===== src/hdl/tbss_pkg.sv =====
// ---------------------------------------------------------------------------
// tbss_pkg: time base sync scheduler shared definitions
// Field widths, opcodes, register indexes, pipeline records and the
// reciprocal steps of the millisecond-to-second divider.
// ---------------------------------------------------------------------------
`default_nettype none

package tbss_pkg;

   localparam int OpWidth    = 3;
   localparam int MonoWidth  = 48;
   localparam int UtcWidth   = 32;
   localparam int CfgWidth   = 32;
   localparam int CsrIdWidth = 1;

   // divide by 1000 as a shift by 3 then a divide by 125; the 45-bit value
   // is split into a 24-bit upper part and a 21-bit lower part
   localparam int DivSteps       = 3;
   localparam int PreShift       = 3;
   localparam int HiWidth        = 24;
   localparam int LoWidth        = 21;
   localparam int RemWidth       = 7;
   localparam int FoldWidth      = RemWidth + LoWidth;
   localparam int HiQuoWidth     = 18;
   localparam int HiRecipWidth   = 25;
   localparam int FoldRecipWidth = 29;
   localparam int HiProdWidth    = HiWidth + HiRecipWidth;
   localparam int FoldProdWidth  = FoldWidth + FoldRecipWidth;
   localparam int HiShift        = 31;
   localparam int FoldShift      = 35;

   localparam logic [RemWidth-1:0]       DivOdd    = 7'd125;
   // ceil(2^31 / 125), exact for any 24-bit value
   localparam logic [HiRecipWidth-1:0]   HiRecip   = 25'd17179870;
   // ceil(2^35 / 125), exact for any 28-bit value
   localparam logic [FoldRecipWidth-1:0] FoldRecip = 29'd274877907;

   localparam logic [CfgWidth-1:0] ResyncReset = 32'd3600000;
   localparam logic [CfgWidth-1:0] RetryReset  = 32'd30000;

   localparam logic [CsrIdWidth-1:0] CsrResync = 1'b0;
   localparam logic [CsrIdWidth-1:0] CsrRetry  = 1'b1;

   typedef enum logic [OpWidth-1:0] {
      OP_QUERY    = 3'd0,
      OP_SET_RTC  = 3'd1,
      OP_SET_NTP  = 3'd2,
      OP_NET_UP   = 3'd3,
      OP_NET_DOWN = 3'd4,
      OP_MARK     = 3'd5
   } op_type;

   typedef struct packed {
      logic [CfgWidth-1:0] resync_period;
      logic [CfgWidth-1:0] retry_period;
   } cfg_type;

   // work handed from the state update to the divider
   typedef struct packed {
      logic [MonoWidth-1:0] dividend;
      logic [UtcWidth-1:0]  addend;
      logic                 time_valid;
      logic                 time_source;
      logic                 sync_due;
   } work_type;

   typedef struct packed {
      logic [MonoWidth-1:0] num;
      logic [UtcWidth-1:0]  quo;
      logic [UtcWidth-1:0]  addend;
      logic                 time_valid;
      logic                 time_source;
      logic                 sync_due;
   } div_stage_type;

   typedef struct packed {
      logic [UtcWidth-1:0] now_utc;
      logic                time_valid;
      logic                time_source;
      logic                sync_due;
   } result_type;

   // quotient of the upper part by 125
   function automatic div_stage_type div_high(div_stage_type s);
      div_stage_type          r;
      logic [HiProdWidth-1:0] prod;
      r     = s;
      prod  = {{HiRecipWidth{1'b0}}, s.num[MonoWidth-1 -: HiWidth]} *
              {{HiWidth{1'b0}}, HiRecip};
      r.quo = {{(UtcWidth-HiQuoWidth){1'b0}}, prod[HiShift +: HiQuoWidth]};
      return r;
   endfunction

   // fold the upper remainder on top of the lower part
   function automatic div_stage_type div_fold(div_stage_type s);
      div_stage_type      r;
      logic [HiWidth-1:0] back;
      logic [HiWidth-1:0] rest;
      r     = s;
      back  = {{(HiWidth-HiQuoWidth){1'b0}}, s.quo[HiQuoWidth-1:0]} *
              {{(HiWidth-RemWidth){1'b0}}, DivOdd};
      rest  = s.num[MonoWidth-1 -: HiWidth] - back;
      r.num = {{(MonoWidth-FoldWidth){1'b0}}, rest[RemWidth-1:0],
               s.num[PreShift +: LoWidth]};
      return r;
   endfunction

   // quotient of the folded value by 125, joined below the upper quotient
   function automatic div_stage_type div_low(div_stage_type s);
      div_stage_type            r;
      logic [FoldProdWidth-1:0] prod;
      r     = s;
      prod  = {{FoldRecipWidth{1'b0}}, s.num[FoldWidth-1:0]} *
              {{FoldWidth{1'b0}}, FoldRecip};
      r.quo = {s.quo[UtcWidth-LoWidth-1:0], prod[FoldShift +: LoWidth]};
      return r;
   endfunction

endpackage

`default_nettype wire


===== src/hdl/tbss_state.sv =====
// ---------------------------------------------------------------------------
// tbss_state: event decode and time base state
// Applies each accepted request to the base and sync timers, holds the
// interval registers and evaluates the sync-due flag at the event time.
// ---------------------------------------------------------------------------
`default_nettype none

module tbss_state
   import tbss_pkg::*;
(
   input  wire                    clock,
   input  wire                    reset,
   input  wire                    accept,
   input  wire  [OpWidth-1:0]     opcode,
   input  wire  [MonoWidth-1:0]   mono_ms,
   input  wire  [UtcWidth-1:0]    utc_seconds,
   input  wire                    csr_we,
   input  wire  [CsrIdWidth-1:0]  csr_index,
   input  wire  [CfgWidth-1:0]    csr_wdata,
   output work_type               work
);

   cfg_type              cfg_ff;
   logic                 base_valid_ff,   base_valid_in;
   logic                 base_source_ff,  base_source_in;
   logic [UtcWidth-1:0]  base_utc_ff,     base_utc_in;
   logic [MonoWidth-1:0] base_mono_ff,    base_mono_in;
   logic [UtcWidth-1:0]  last_ntp_ff,     last_ntp_in;
   logic [MonoWidth-1:0] last_sync_ff,    last_sync_in;
   logic [MonoWidth-1:0] last_attempt_ff, last_attempt_in;
   logic                 synced_ff,       synced_in;
   logic                 armed_ff,        armed_in;
   logic                 net_up_ff,       net_up_in;
   logic                 has_attempt_ff,  has_attempt_in;

   logic [MonoWidth-1:0] since_sync;
   logic [MonoWidth-1:0] since_attempt;
   logic                 resync_due;
   logic                 retry_due;

   always_comb begin
      base_valid_in   = base_valid_ff;
      base_source_in  = base_source_ff;
      base_utc_in     = base_utc_ff;
      base_mono_in    = base_mono_ff;
      last_ntp_in     = last_ntp_ff;
      last_sync_in    = last_sync_ff;
      last_attempt_in = last_attempt_ff;
      synced_in       = synced_ff;
      armed_in        = armed_ff;
      net_up_in       = net_up_ff;
      has_attempt_in  = has_attempt_ff;
      if (accept) begin
         unique case (opcode)
            OP_SET_RTC: begin
               base_valid_in  = 1'b1;
               base_source_in = 1'b0;
               base_utc_in    = utc_seconds;
               base_mono_in   = mono_ms;
            end
            OP_SET_NTP: begin
               base_valid_in  = 1'b1;
               base_source_in = 1'b1;
               base_utc_in    = utc_seconds;
               base_mono_in   = mono_ms;
               last_ntp_in    = utc_seconds;
               last_sync_in   = mono_ms;
               synced_in      = 1'b1;
               armed_in       = 1'b0;
            end
            OP_NET_UP: begin
               net_up_in      = 1'b1;
               armed_in       = 1'b1;
               synced_in      = 1'b0;
               has_attempt_in = 1'b0;
            end
            OP_NET_DOWN: begin
               net_up_in = 1'b0;
            end
            OP_MARK: begin
               last_attempt_in = mono_ms;
               has_attempt_in  = 1'b1;
            end
            default: begin
               // query and unused codes leave the state alone
            end
         endcase
      end
   end

   // timers are judged against the state after this event
   always_comb begin
      since_sync    = mono_ms - last_sync_in;
      since_attempt = mono_ms - last_attempt_in;
      resync_due    = (last_ntp_in != '0) &&
                      (since_sync >= {16'd0, cfg_ff.resync_period});
      retry_due     = !synced_in && has_attempt_in &&
                      (since_attempt >= {16'd0, cfg_ff.retry_period});

      work.sync_due    = net_up_in && ((armed_in && !has_attempt_in) ||
                                       resync_due || retry_due);
      work.time_valid  = base_valid_in;
      work.time_source = base_valid_in && base_source_in;
      if (base_valid_in) begin
         work.dividend = mono_ms - base_mono_in;
         work.addend   = base_utc_in;
      end else begin
         work.dividend = mono_ms;
         work.addend   = '0;
      end
   end

   always_ff @(posedge clock) begin
      if (reset) begin
         cfg_ff.resync_period <= ResyncReset;
         cfg_ff.retry_period  <= RetryReset;
         base_valid_ff   <= 1'b0;
         base_source_ff  <= 1'b0;
         base_utc_ff     <= '0;
         base_mono_ff    <= '0;
         last_ntp_ff     <= '0;
         last_sync_ff    <= '0;
         last_attempt_ff <= '0;
         synced_ff       <= 1'b0;
         armed_ff        <= 1'b0;
         net_up_ff       <= 1'b0;
         has_attempt_ff  <= 1'b0;
      end else begin
         if (csr_we) begin
            unique case (csr_index)
               CsrResync: cfg_ff.resync_period <= csr_wdata;
               CsrRetry:  cfg_ff.retry_period  <= csr_wdata;
               default:   cfg_ff <= cfg_ff;
            endcase
         end
         base_valid_ff   <= base_valid_in;
         base_source_ff  <= base_source_in;
         base_utc_ff     <= base_utc_in;
         base_mono_ff    <= base_mono_in;
         last_ntp_ff     <= last_ntp_in;
         last_sync_ff    <= last_sync_in;
         last_attempt_ff <= last_attempt_in;
         synced_ff       <= synced_in;
         armed_ff        <= armed_in;
         net_up_ff       <= net_up_in;
         has_attempt_ff  <= has_attempt_in;
      end
   end

endmodule

`default_nettype wire


===== config.mk =====
export PLATFORM = sky130hd
export DESIGN_NAME = tbss_state
export DESIGN_NICKNAME = d
export VERILOG_FILES = /design/src/hdl/tbss_pkg.sv /design/src/hdl/tbss_state.sv
export SDC_FILE = /design/constraint.sdc
export NUM_CORES = 1
export LEC_CHECK = 0
export BUFFER_PORTS_ARGS = -buffer_cell sky130_fd_sc_hd__buf_2
export CORE_MARGIN = 4
export CORE_UTILIZATION = 55
export CTS_CLUSTER_DIAMETER = 60
export DETAILED_ROUTE_END_ITERATION = 10
export PLACE_DENSITY = 0.89
export SLEW_MARGIN = 20
export SYNTH_ARGS = -nofsm -noshare
export SYNTH_HDL_FRONTEND = slang
export SYNTH_SLANG_ARGS = --single-unit

===== constraint.sdc =====
create_clock -name clock -period 6.7 [get_ports clock]
set_clock_uncertainty 0.1 [all_clocks]
set_input_delay 0.335 -clock clock [delete_from_list [all_inputs] [get_ports clock]]
set_output_delay 0.335 -clock clock [all_outputs]
set_load 0.01 [all_outputs]

======== After elaboration in Yosys (flattened, before gate mapping) ========
Cells that the tools add are included.
storage, ports and cells
  bits in registers ....................... 278
  latch bits .............................. 0
  bits in writable memories ............... 0
  ROM bits ................................ 0
  output and inout bits ................... 83
  logic and storage cells ................. 61
  memories kept ........................... 0
cells by class
  add/sub/neg operators ................... 3
  multipliers ............................. 0
  divide/modulo/power cells ............... 0
  order comparisons ....................... 2
  equal/unequal tests ..................... 5
  shifts and indexed selects .............. 0
  multiplexer cells ....................... 23
  bitwise gates (word level) .............. 1
  reductions and logical operators ........ 14
operators by type and width
  cell                count
  $mux 48             6
  $sub 48x48->48      3
  $mux 32             4
  $ge 48x32->1        2
  $mux 80             1
  $reduce_bool 32->1  1
  $pmux 1 s2          5
  $mux 1              7
  $eq 3x2->1 const B  2
  $eq 3x3->1 const B  2
  $logic_and 1x1->1   6
  $reduce_and 2->1    2
  $eq 3x1->1 const B  1
  $logic_not 1->1     2
  $logic_or 1x1->1    2
  $reduce_or 2->1     1
  $not 1->1           1

======== Logic depth before layout (Yosys ltp) ========
Gate-level depths: netlist of run 1.
  word-level depth ........................ 9
  depth in mapped cells ................... 35

======== Worst setup path after synthesis of run 1 ========
No wires, ideal clock.
  path type ............................... input to output
  start point ............................. input opcode[2]
  end point ............................... output work[0] in the netlist's numbering
  data arrival time ....................... 6.679 ns
  data required time ...................... 6.265 ns
  setup slack ............................. -0.414 ns
  stages .................................. 32
  buffers on the path ..................... 5
  path through ............................ buf_2 -> nand4bb_1 -> buf_6 -> buf_2 -> buf_1 -> clkbuf_1 -> mux2i_1 -> ha_1 -> a21oi_1 -> o211ai_1 -> a221oi_1 -> o21ai_1 -> nor2_1 -> nor2b_1 -> a21o_1 -> a41oi_1 -> o21bai_1 -> a21oi_1 -> xnor2_1 -> ha_1 -> and4_1 -> nand4_1 -> nor4_1 -> a2111oi_0 -> and4_1 -> nand4_1 -> a211oi_1 -> o311a_2 -> and4b_1 -> nand4_1 -> or4_1 -> a22o_1
RTL lines
  element      line              text
  from (decl)  tbss_state.sv:14  input wire [OpWidth-1:0] opcode,
  to (decl)    tbss_state.sv:20  output work_type work

==> impl_results.md, run 1 <==
- Filler cell count: 2,898
- CP arrival: 6.18 ns
- Critical path endpoint category: output pin
- WL/cell: ~19 µm
- DP Wirelength: 48,600 µm
- Final setup margin: 0.0847 ns
- Mapped Avg Cell Area: 7.52 µm²
- HP Class: input pin to register
- Die W: 201 µm
- Clock H-tree levels: 2
- Startpoint types: input pin
- Sequential area share after synthesis: about 27%
- DRC: 0
- Post-synth EDFFs: 0
- Post-synthesis xor/xnor area fraction: between 4 and 5%
- Clock-pin slew on the worst setup and hold paths: 0.06 ns
- TritonCTS clock tree: built
- Syn Inst Count: 2,733
- Crit-path max FO: 17
- Port bufs: 202
- Flops & latches, synth: 278
- Gp weighted congestion: 0.946
- Simple-gate portion of the synthesized area: 21.9%
- Combinational power share: slightly above 30%
- Netlist cell types: 87
- Max Cap Violations: 0
- Place WS: -0.367 ns
- Final Cell Area: 0.0251 mm²
- Post-layout net count: around 3,400
- Initial antenna violation count: 0
- Largest family of logic cells by synthesized area: compound AO/OA/AOI/OAI gates
- GRT overflow: 0
- Sequential cell area: between 0.005 and 0.006 mm²
- RSZ-0062 raised after global routing: yes
- Final hold violations: 0
- Sw Ratio: 34.0%
- Synth warn: 0
- Gr usage total: 31.0%
- Core Box Area: 0.0367 mm²
- Worst path depth: 33
- Async S/R FF share, synth: 0%
- Peak Freq: 151 MHz
- Reg2reg end: base_valid_ff
- Synth-to-Final Area Change: 21.9%
- Status: complete, no violations
- DRT antenna net count: 0
- Origin of the critical flop-to-flop path: base_valid_ff
- CP Launch Point: opcode[2]
- Number of global-route vias before repair: roughly 21,000
- Synth Area in Compound Gates: 22.1%
- Post-Syn Area: between 0.02 and 0.025 mm²
- Adder-Cell Fraction of Synth Area: roughly an eighth
- Worst skew pair latency: 0.54 ns
- CP bufs+invs: 9
- Period utilisation layout: 98.7%
- Drt first pass iters: 6
- Worst Hold Launch: mono_ms[47]
- Die area: 0.0405 mm²
- Util after Layout: 68.3%
- # rows: 70
- Area after DPL: approximately 0.023 mm²
- Slew Limit Fails: 0
- Final wirelength: 66,600 µm
- Setup CP Type: input pin to output pin
- Mux contribution to synthesized area: 6.73%
- Pleak: ~11 nW
- Critical Path Max Stage Delay: just over 0.4 ns
- Worst VDD drop: 0.230 mV
- Num CTS Buffers: 36
- Slowest CP cell: nor4_4
- Post-synth top flop: dfxtp_1
- First-iteration detailed-routing DRC count: approximately 1,900
- FF-to-FF path depth: 3
- Rel. slew slack: 25.1%
- Initial Util: 56.0%
- Share of layout cells above drive strength 1: 16.7%
- Die Ht: 201 µm
- Tmin final: 6.62 ns
- Sw Pwr: 1.81 mW
- CP delay by family, top: compound AO/OA/AOI/OAI gates
- First-pass GRT wire length: 106,000 µm
- Synthesized net count: slightly above 3,000
- Clk network pwr share: 36.3%
- Reg power frac: 32.6%
- Power Total: 5.33 mW
- CP dominant cell by count: buf_4
- # IOs: between 200 and 250
- Slew @ Worst Pin: 1.12 ns
- Clock Tree Buf Depth: 3
- Pint: 3.52 mW
- Multi-input gate area: 0.0143 mm²
- R2R setup slack: 5.37 ns
- Critical Path RT: about 6.3 ns
- Largest net degree at the start of global routing: about 120
- Vias/cell: 6.14
- Final setup viols: 0
- Ant. Diodes: 0
- CTS Root Cell: clkbuf_16
- Sink Count: 278
- Routed vias: 21,851
- PwrDens: 213 mW/mm²
- CP endpoint: work[0]
==> worst register-to-register path: cells and delay by family (launching register included) <==
family                 cells  cell delay, ns
buffers and inverters      1            0.44
DFF                        1            0.39
and+or+nand+nor            2            0.25
==> flip-flops by register name (all words and copies together), names as in the netlist <==
name	cells
armed_ff	1
base_mono_ff	48
base_source_ff	1
base_utc_ff	32
base_valid_ff	1
cfg_ff	64
has_attempt_ff	1
last_attempt_ff	48
last_ntp_ff	32
last_sync_ff	48
net_up_ff	1
synced_ff	1
==> metrics by stage <==
| stage | std cells | hold WS, ns | setup TNS (ns) |
|---|---|---|---|
| final | 3560 | 0.0370 | 0 |
| after global routing | 3560 | 0.0407 | -0.239 |
| after CTS | 3556 | 0.00638 | 0 |
| after detailed placement | 3428 | 0.347 | -0.367 |
| after global placement | 3428 | 0.341 | -0.265 |
| after floorplan | 2733 | 0.333 | 0 |
==> layer usage <==
metal | GRT usage [%] | routed length (µm) | up-vias | part of all wire (%)
li1 | - | - | 10313 | -
met1 | 38.4 | 27100 | 10328 | 41
met2 | 52.3 | 31000 | 981 | 47
met3 | 6.04 | 5150 | 229 | 7.7
met4 | 14.3 | 3350 | 0 | 5.0
met5 | 0 | 0 | - | 0
==> cell type report <==
cell class                 count  area share (%)
clock inverter                18           0.614
sequential                   278            22.2
clock buffer                  45            4.10
timing repair buffer         442            12.1
tap                          468            2.34
inverter                     103            1.54
multi-input combinational   2206            57.1
==> timing repair <==
item | 4_1_cts | 5_1_grt
endpoints found under the hold margin | 125 | 0
hold buffers | 65 | 0
pin swaps | 6 | 28
resized for setup | 13 | 50
setup endpoints to repair | 1 | 1
setup buffers | 0 | 4
==> cell usage after synthesis (all sizes together) (8+ instances only) <==
cell | instances | area (µm²)
a211o | 22 | 194
a211oi | 16 | 125
a21o | 73 | 548
a21oi | 321 | 1610
a31oi | 21 | 131
and2 | 11 | 70.1
and3 | 20 | 125
buf | 20 | 108
clkbuf | 126 | 473
dfxtp | 278 | 5570
ha | 200 | 2500
inv | 103 | 387
mux2i | 137 | 1370
nand2 | 478 | 1790
nand2b | 28 | 175
nand3 | 32 | 160
nand3b | 12 | 90.1
nand4 | 43 | 269
nor2 | 269 | 1010
nor2b | 31 | 194
nor3 | 23 | 115
nor4 | 26 | 169
o2111ai | 9 | 78.8
o211ai | 15 | 113
o21a | 30 | 225
o21ai | 117 | 586
o21bai | 18 | 135
o31ai | 12 | 109
or2 | 8 | 50.1
or3 | 10 | 62.6
xnor2 | 63 | 552
xor2 | 52 | 455
==> how the worst min path moves through the flow <==
stage	endpoint	slack (ns)	cells past startpoint
finish	base_mono_ff[47]	0.04	3
floorplan	armed_ff	0.33	2
global placement	base_utc_ff[22]	0.34	2
global route	base_mono_ff[47]	0.04	3
detailed placement	last_ntp_ff[2]	0.35	2
CTS	base_mono_ff[47]	0.006	3
==> cells by family (layout without fill, tap and decap cells) <==
family                     after synthesis  in the layout
adders and majority gates              206            206
buffers and inverters                  249            608
muxes                                  138            138
DFF                                    278            278
and+or+nand+nor                       1015           1015
AOI/OAI and AO/OA                      732            732
xor gates and xnor gates               115            115
==> placed cells by master, fill, tap and decap left out, types with 65 or more instances in the layout <==
cell type and n:
nand2_1 476, a21oi_1 317, dfxtp_1 276, nor2_1 266
buf_2 200, ha_1 197, buf_4 170, mux2i_1 130
o21ai_0 107, inv_1 101, a21o_1 73, dlygate4sd3_1 65
==> power groups by stage <==
stage | sequential (mW) | clock (mW) | combinational (mW)
floorplan | 1.76 | 0 | 1.02
global placement | 1.77 | 0 | 1.51
detailed placement | 1.77 | 0 | 1.55
CTS | 1.73 | 1.94 | 1.60
global route | 1.74 | 2.02 | 1.81
finish | 1.74 | 1.93 | 1.66
(Power assumes the default switching activity.)
==> inputs of run 2 (changes only) <==
- ABC_AREA: default -> 1
- CORE_UTILIZATION: 55 -> 61
- PLACE_DENSITY: 0.89 -> 0.8
- clock period: 6.7 -> 6.3 ns (I/O delays scaled with it)
==> run 2 against run 1 <==
Sequential power grew 6%. Critical path depth shrank 7. Global-route usage grew 12 points. Clock power grew 9%. Flip-flop and latch count is the same. Final cell count grew 12%. Critical endpoint unchanged.
==> impl_results.md, run 2 <==
- Mapped Avg Cell Area: 6.66 µm² (-11%)
- Sw Ratio: 37.4% (+3.4 points)
- Worst path depth: 26 (-21%)
- Vias/cell: 6.15 (+0.22%)
- Gp weighted congestion: 1.09 (+15%)
- Post-synth EDFFs: 0 (unchanged)
- Period utilisation layout: between 90 and 100%
- Largest net degree at the start of global routing: 99 (-15%)
- Worst skew pair latency: 0.57 ns (+0.03 ns)
- First-pass GRT wire length: 130,000 µm (+23%)
- Critical Path Max Stage Delay: 0.44 ns (+0.03 ns)
- Status: complete, no violations
- DRT antenna net count: 0 (unchanged)
- Multi-input gate area: 0.0142 mm² (-0.46%)
- Reg2reg end: base_valid_ff
- Sequential area share after synthesis: 25.6% (-1.5 points)
- Clock H-tree levels: 2 (unchanged)
- First-iteration detailed-routing DRC count: 2,734 (+47%)
- # rows: 68 (-2.9%)
- WL met2: 38,000 µm (+23%)
- Combinational power share: 32.5% (+1.4 points)
- Slowest CP cell: buf_4
- Non-Filler Instances: 3,983 (+12%)
- Clock-pin slew on the worst setup and hold paths: 0.06 ns (about the same)
- Die W: 197 µm (-2.2%)
- FF-to-FF path depth: 6 (+3)
- R2R setup slack: 4.15 ns (-1.22 ns)
- DP Wirelength: 64,700 µm (+33%)
- CP bufs+invs: 5 (-4)
- Final hold violations: 0 (unchanged)
- CP dominant cell by count: a21oi_1
- CP delay by family, top: compound AO/OA/AOI/OAI gates
- Sink Count: 278 (unchanged)
- Routed vias: 24,500 (+12%)
- Most common cell in the netlist: nand2_1
- Slew @ Worst Pin: 1.07 ns (-0.0529 ns)
- Post-synth top area share: 25.6% (-1.5 points)
- Area contributors post-synth: dfxtp_1, ha_1, nand2_1
- Metal-1 WL: 32,700 µm (+21%)
- Max reg flops: 64 (unchanged)
- Post-synth top flop: dfxtp_1
- Flops & latches, synth: 278 (unchanged)
- CP Launch Point: opcode[1]
- Share of layout cells above drive strength 1: 9.91% (-6.7 points)
- Worst VDD drop: 0.266 mV (+16%)
- Synthesized net count: 3,587 (+17%)
- Core Box Area: 0.0349 mm² (-4.9%)
- Final wirelength: 86,900 µm (+31%)
- DRC: 0 (unchanged)
- Post-synth top cells: nand2_1, nor2_1, inv_1
- Async S/R FF share, synth: 0% (unchanged)
- Num CTS Buffers: 35 (-2.8%)
- GRT overflow: 0 (unchanged)
- Pint: 3.67 mW (+4.3%)
- Number of global-route vias before repair: 23,749 (+13%)
- Critical path endpoint category: output pin
- Final setup viols: 0 (unchanged)
- Peak Freq: 163 MHz
- Die area: 0.0387 mm² (-4.4%)
- Sw Pwr: 2.19 mW (+21%)
- CP arrival: 5.73 ns (-0.45 ns)
- Post-layout net count: 3,821 (+13%)
- Uppermost layer routed: met5
- Drt first pass iters: 6 (unchanged)
- Most frequent cells in the layout: nand2_1, nor2_1, inv_1, dfxtp_1, a21oi_1
- Most flops, register: cfg_ff
- Die Ht: 197 µm (-2.2%)
- Max Cap Violations: 0 (unchanged)
- Port bufs: 202 (unchanged)
- Tmin final: about 6.1 ns
- Critical Path RT: 5.88 ns (-0.38 ns)
- Gr usage total: 42.7% (+12 points)
- Final setup margin: 0.153 ns (+0.0687 ns)
- Crit-path max FO: 28 (+11)
- Clock Tree Buf Depth: 3 (unchanged)
- Most common cell after layout, fill and taps aside: nand2_1
- Initial antenna violation count: 4 (+4)
- Setup CP Type: input pin to output pin
- Sequential cell area: 0.00557 mm² (about the same)
- Post-Syn Area: 0.0218 mm² (+5.9%)
- TNS Setup: 0 ns (unchanged)
- Filler cell count: 2,852 (-1.6%)
- Rel. slew slack: 28.7% (+3.6 points)
- Synth-to-Final Area Change: 14.7%
- Netlist cell types: 54 (-38%)
- # IOs: 203 (unchanged)
- Synth area leader: dfxtp_1
- Reg power frac: 31.6% (-1.0 points)
- HP Class: input pin to register
- Met3 WL: 9520 µm (+85%)
- Placed Instances: 3,861 (+13%)
- WL/cell: 21.8 µm (+17%)
- PwrDens: 235 mW/mm² (+10%)
- TritonCTS clock tree: built
- Clk network pwr share: 35.9% (-0.4 points)
- Syn Inst Count: 3,265 (+19%)
- Place WS: 0.468 ns (+0.835 ns)
- CP endpoint: work[0]
- Pleak: 12.1 nW (+7.6%)
- Slew Limit Fails: 0 (unchanged)
- Startpoint types: input pin
- Initial Util: 62.4% (+6.4 points)
- Synth warn: 0 (unchanged)
- CTS Root Cell: clkbuf_16
- Origin of the critical flop-to-flop path: base_valid_ff
## run 2: cell types whose count changed after synthesis, moves of 28 or more
cell,change
a21o_1,-63
a21oi_1,-44
o21ai_0,+138
nand3_1,+68
nand2b_1,-28
nor2b_1,-31
inv_1,+321
nand2_1,+118
clkbuf_1,-57
nor2_1,+246
## run 2: tightest hold or removal path, cell delays in order
cell     delay, ns
buf_2         0.12
mux2i_1       0.12
nor2_1        0.10
## run 2: power by group through the flow
| stage | logic (mW) | registers, mW | clock network, mW |
|---|---|---|---|
| 2_1_floorplan | 1.20 | 1.88 | 0 |
| 3_3_place_gp | 1.72 | 1.88 | 0 |
| 3_5_place_dp | 1.77 | 1.89 | 0 |
| 4_1_cts | 1.82 | 1.85 | 2.09 |
| 5_1_grt | 2.06 | 1.85 | 2.16 |
| 6_report | 1.90 | 1.85 | 2.10 |
## run 2: cell families (layout without fill, tap and decap cells)
kind of cell	after synthesis	after routing	share of synthesized area, %
simple gates	1354	1354	26.0
fa+ha+maj	202	202	11.7
buf+inv	515	773	9.06
flops	278	278	25.6
other cells	0	5	0
xor+xnor	102	102	4.11
compound gates	668	668	16.9
mux	146	146	6.72
## run 2: stage by stage
step                power, mW  hold WS (ns)  cell area, µm²  util, %
detailed placement       3.65         0.358           23200     66.5
CTS                      5.75      0.000423           24900     71.5
global route             6.07        0.0423           25000     71.5
finish                   5.86        0.0216           25000     71.5
floorplan                3.08         0.335           21800        -
global placement         3.60         0.350           23200     66.5
## run 2: worst min-delay path by stage
stage	end	start	slack [ns]	depth (start not counted)
floorplan	cfg_ff[11]	cfg_ff[11]	0.34	2
global placement	cfg_ff[36]	cfg_ff[36]	0.35	2
detailed placement	cfg_ff[57]	cfg_ff[57]	0.36	2
CTS	cfg_ff[52]	csr_wdata[20]	0.0004	3
global route	cfg_ff[56]	csr_wdata[24]	0.04	3
finish	base_utc_ff[21]	utc_seconds[21]	0.02	3
## run 2: what timing repair did
action	in CTS	in global routing
endpoints found under the setup margin	0	1
hold buffers	56	0
endpoints found under the hold margin	90	0
setup buffers	0	0
resized for setup	0	5
## run 2: layer usage
layer / GRT usage (%) / vias up
li1: - / 11247
met1: 52.8 / 11234
met2: 67.9 / 1572
met3: 8.87 / 445
met4: 27.3 / 2
met5: 0 / -
## run 2: final cells by class
cell class	instances	area share [%]
repair buffers	284	7.12
well taps	455	2.28
clock inverters	16	0.847
clock buffers	45	3.90
multi-input cells	2472	57.1
inverters	428	6.44
diodes	5	0.0501
flip-flops and latches	278	22.3
